$ cat src/rtl/core/iss_pkg.sv
package iss_pkg;

  // width of one stored element
  localparam int unsigned ValueWidth = 32;

  // default number of cells in the chain
  localparam int unsigned DefaultDepth = 16;

  // per-cycle command broadcast to every cell
  typedef struct packed {
    logic insert;  // place the broadcast value in sorted order
    logic shift;   // move every entry one place toward cell 0
  } cell_cmd_t;

endpackage

$ cat src/rtl/core/iss_cell.sv
module iss_cell (
  input  logic                                 clk_i,
  input  iss_pkg::cell_cmd_t                   cmd_i,
  input  logic                                 occupied_i,
  input  logic signed [iss_pkg::ValueWidth-1:0] ins_value_i,
  input  logic signed [iss_pkg::ValueWidth-1:0] left_value_i,
  input  logic                                 left_gt_i,
  input  logic signed [iss_pkg::ValueWidth-1:0] right_value_i,
  output logic signed [iss_pkg::ValueWidth-1:0] value_o,
  output logic                                 gt_o
);
  import iss_pkg::*;

  logic signed [ValueWidth-1:0] value_q;
  logic signed [ValueWidth-1:0] value_d;

  // empty cells act as larger than anything; equal keys stay put (stable)
  assign gt_o = !occupied_i || (value_q > ins_value_i);

  // next entry: drain from the right, or open a slot on insert
  always_comb begin
    value_d = value_q;
    if (cmd_i.shift) begin
      value_d = right_value_i;
    end else if (cmd_i.insert && gt_o) begin
      value_d = left_gt_i ? left_value_i : ins_value_i;
    end
  end

  // payload register, no reset needed
  always_ff @(posedge clk_i) begin
    value_q <= value_d;
  end

  assign value_o = value_q;

endmodule

$ cat src/rtl/core/insertion_sorter_unit.sv
// Stable ascending insertion sorter built as a chain of DEPTH compare cells.
// Input channel (in_valid_i / in_stall_o): one signed value per request, with
// last_i marking the final value of a set. Each request that is taken is
// broadcast to every cell and inserted in sorted order; values that find
// the chain full are dropped and flagged.
// When the last request is taken, the chain drains through cell 0: the first
// result appears the cycle after, then one result per cycle while the receiver
// does not stall, on the output channel (out_valid_o / out_stall_i): n results
// for a set of n stored values, last_res_o on the final one, overflow_o on all
// of them. The input is stalled while the chain drains, since draining uses
// the same shift path of every cell.
// When the receiver stalls, the chain holds and the current result stays.
// Reset empties the chain and clears the overflow flag; the stored entries
// themselves are not cleared.
module insertion_sorter_unit #(
  parameter int unsigned DEPTH = iss_pkg::DefaultDepth
) (
  input  logic                                 clk_i,
  input  logic                                 rst_ni,
  input  logic                                 in_valid_i,
  output logic                                 in_stall_o,
  input  logic signed [iss_pkg::ValueWidth-1:0] value_i,
  input  logic                                 last_i,
  output logic                                 out_valid_o,
  input  logic                                 out_stall_i,
  output logic signed [iss_pkg::ValueWidth-1:0] value_res_o,
  output logic                                 last_res_o,
  output logic                                 overflow_o
);
  import iss_pkg::*;

  localparam int unsigned CntW = $clog2(DEPTH + 1);

  logic [CntW-1:0] fill_q, fill_d;
  logic [CntW-1:0] remain_q, remain_d;
  logic            drain_q, drain_d;
  logic            drop_q, drop_d;
  logic            ovf_q, ovf_d;

  logic            in_acc, out_acc, full;
  cell_cmd_t       cmd;

  logic signed [ValueWidth-1:0] cell_value [DEPTH];
  logic                         cell_gt    [DEPTH];

  assign full    = (fill_q == CntW'(DEPTH));
  assign in_acc  = in_valid_i && !drain_q;
  assign out_acc = drain_q && !out_stall_i;

  assign cmd.insert = in_acc && !full;
  assign cmd.shift  = out_acc;

  // chain of compare cells
  for (genvar i = 0; i < DEPTH; i++) begin : g_cell
    logic signed [ValueWidth-1:0] left_value, right_value;
    logic                         left_gt;
    if (i == 0) begin : g_first
      assign left_value = value_i;
      assign left_gt    = 1'b0;
    end else begin : g_mid
      assign left_value = cell_value[i-1];
      assign left_gt    = cell_gt[i-1];
    end
    if (i == DEPTH - 1) begin : g_end
      assign right_value = '0;
    end else begin : g_inner
      assign right_value = cell_value[i+1];
    end
    iss_cell u_cell (
      .clk_i         (clk_i),
      .cmd_i         (cmd),
      .occupied_i    (CntW'(i) < fill_q),
      .ins_value_i   (value_i),
      .left_value_i  (left_value),
      .left_gt_i     (left_gt),
      .right_value_i (right_value),
      .value_o       (cell_value[i]),
      .gt_o          (cell_gt[i])
    );
  end

  // fill, drop and drain control
  always_comb begin
    fill_d   = fill_q;
    remain_d = remain_q;
    drain_d  = drain_q;
    drop_d   = drop_q;
    ovf_d    = ovf_q;
    if (in_acc) begin
      if (full) begin
        drop_d = 1'b1;
      end else begin
        fill_d = fill_q + CntW'(1);
      end
      if (last_i) begin
        remain_d = full ? fill_q : fill_q + CntW'(1);
        ovf_d    = drop_q || full;
        drain_d  = 1'b1;
        fill_d   = '0;
        drop_d   = 1'b0;
      end
    end
    if (out_acc) begin
      remain_d = remain_q - CntW'(1);
      if (remain_q == CntW'(1)) begin
        drain_d = 1'b0;
      end
    end
  end

  always_ff @(posedge clk_i or negedge rst_ni) begin
    if (!rst_ni) begin
      fill_q   <= '0;
      remain_q <= '0;
      drain_q  <= 1'b0;
      drop_q   <= 1'b0;
      ovf_q    <= 1'b0;
    end else begin
      fill_q   <= fill_d;
      remain_q <= remain_d;
      drain_q  <= drain_d;
      drop_q   <= drop_d;
      ovf_q    <= ovf_d;
    end
  end

  // outputs
  assign in_stall_o  = drain_q;
  assign out_valid_o = drain_q;
  assign value_res_o = cell_value[0];
  assign last_res_o  = (remain_q == CntW'(1));
  assign overflow_o  = ovf_q;

endmodule

$ cat config.mk
export PLATFORM = sky130hd
export DESIGN_NAME = insertion_sorter_unit
export DESIGN_NICKNAME = d
export VERILOG_FILES = /design/src/rtl/core/iss_pkg.sv /design/src/rtl/core/iss_cell.sv /design/src/rtl/core/insertion_sorter_unit.sv
export SDC_FILE = /design/constraint.sdc
export NUM_CORES = 2
export LEC_CHECK = 0
export BUFFER_PORTS_ARGS = -buffer_cell sky130_fd_sc_hd__buf_2
export CELL_PAD_IN_SITES_DETAIL_PLACEMENT = 0
export CELL_PAD_IN_SITES_GLOBAL_PLACEMENT = 1
export CORE_MARGIN = 2
export CORE_UTILIZATION = 45
export CTS_BUF_LIST = sky130_fd_sc_hd__clkbuf_4
export DETAILED_ROUTE_END_ITERATION = 10
export PLACE_DENSITY_LB_ADDON = 0.1
export SLEW_MARGIN = 20
export SYNTH_ARGS = -nofsm -noshare
export SYNTH_HDL_FRONTEND = slang
export SYNTH_HIERARCHICAL = 1
export SYNTH_SLANG_ARGS = --single-unit
$ cat constraint.sdc
create_clock -name clk_i -period 13.1 [get_ports clk_i]
set_input_delay 1.31 -clock clk_i [delete_from_list [all_inputs] [get_ports clk_i]]
set_output_delay 1.31 -clock clk_i [all_outputs]
set_load 0.02 [all_outputs]
==> metrics <==
Max Slew Vio Count=0; DRC=0; Initial Util=45.24%; Worst setup EP type=flip-flop; post-route ant nets=0; area of the mapped netlist=0.04054 mm²; Worst setup SP type=primary input; hold_buf cts=0; cell area after layout=0.04456 mm²; Max Cap Viol=0; Ports=73; Core ar.=0.08960 mm²; initial antenna violation count=1; die width=304.1 µm; Placed Cells incl. Taps=5439; Worst Tran Pin Value=1.094 ns; die area=0.09250 mm²; Finish-stage setup viols=0; DR WL/cell=17.93 µm; Placed Area=0.04256 mm²; num rows=110; final cycle utilization of the critical path=30.71%; GPL Wtd Cong=0.8217; final cell count without fillers=5707; Root Driver=clkbuf_4; CTS tree=yes; CTS Buf Count=161; initial DRC count=1606; nets=4983; later-pin clock latency in the skew report=1.03 ns; die height=304.1 µm; leakage power=22.72 nW; Setup Fix Bufs, Post-CTS=0; Syn Inst Count=4273; layout cell share with drive strength beyond 1=10.62%; Worst Setup SP=value_i[27]; H-tree depth=4; Setup Skew=0.05348 ns; Design Power=9.675 mW; Synth warnings=6; worst rel slew slack=26.81%; critical path type=primary input to flip-flop; First-pass DRT Iterations=5; number of global-route vias before repair=30370; Worst EP required=13.85 ns; I/O Buffers=72; Max Buffers Root-to-Sink=3; pin count of the biggest net entering global routing=233; Global Route Usage Sum=22.21%; Routed WL=102300 µm; first-pass GRT wire length=165200 µm; VDD IR max=0.0001200 V; Power Density=217.1 mW/mm²; Worst EP arrival=4.77 ns; Final min period=4.023 ns; Avg Cell Area, Syn=9.487 µm²; CTS sink cnt=525; via count=30090; Fin. Hold Viols=0; fmax=0.2486 GHz; critical path peak fanout=33; post-cts resize count=0; clock slew at reported path FFs=0.07 ns; hold crit path type=primary input to asynchronous set/reset pin; Hold Slack=0.1918 ns; status=completed; setup TNS=0 ns; Via density=5.273; total gr overflow=0; unrepaired setup endpoints after global routing=no; dpl hpwl=77650 µm; FF-to-FF Start=in_stall_o; area grow syn2layout=9.917%
worst max-delay path: stages:
cell,delay (ns)
buf_2,0.08
buf_4,0.37
inv_1,0.10
ha_1,0.34
nand4_1,0.15
nor4_2,0.56
nor2_1,0.11
o211a_1,0.30
o21ai_4,0.61
buf_4,0.43
mux2i_1,0.26
o21ai_0,0.09
path summary, 6_finish.rpt:
kind	endpoint	slack, ns	depth (start not counted)
max reg2reg	g_cell[14].u_cell/value_o[7]	9.41	7
max	g_cell[15].u_cell/value_o[0]	9.08	12
max in group asynchronous	drop_q	12.63	1
min in group clk_i	overflow_o	0.46	2
min	fill_q[2]	0.19	1
min reg2reg	overflow_o	0.46	2
sequential cells by signal, summed over array words and instances (netlist names):
name                   cells
drop_q                     1
fill_q                     5
g_cell.u_cell/value_o    512
in_stall_o                 1
overflow_o                 1
remain_q                   5
per-stage QoR:
step           worst slack [ns]  util (%)
5_1_grt                   8.888     49.73
3_3_place_gp              8.096     47.47
2_1_floorplan             8.455         -
6_report                  9.077     49.73
4_1_cts                   9.195     49.60
3_5_place_dp              8.006     47.50
layout by cell type (no fill, tap or decap), drive strengths merged, types with 4 or more instances in the layout:
cell and n:
a2111oi 16, a211oi 33, a21o 49, a21oi 228
and4 16, buf 146, clkbuf 225, clkinv 33
conb 33, dfrtp 13, edfxtp 512, ha 516
inv 574, mux2i 513, nand2 623, nand2b 22
nand3 82, nand4 96, nor2 40, nor3 4
nor4 32, o211a 32, o21a 16, o21ai 597
o221ai 16, o31ai 18, or2 18
power breakdown:
part / leakage, nW / internal (mW) / switching, mW / total, mW
clock network: 1.13 / 0.816 / 0.739 / 1.56
logic: 16.3 / 1.69 / 2.49 / 4.18
registers: 5.26 / 3.15 / 0.785 / 3.94
final cells by class:
cell class	count	area, µm²
Antenna cell	2	5.005
Inverter	572	2155
Sequential cell	525	15700
Clock buffer	225	1689
Fill cell	8679	45040
Clock inverter	37	192.7
Multi-Input combinational cell	3024	22320
Timing Repair Buffer	146	1028
Tap cell	1176	1471
routing by layer:
layer	GRT usage (%)	vias to the layer above	share of wire (%)
li1	-	15700	-
met1	28.91	13750	46
met2	37.88	484	48
met3	3.322	161	3.3
met4	7.150	0	2.5
met5	0	-	0
(Power assumes the default switching activity.)
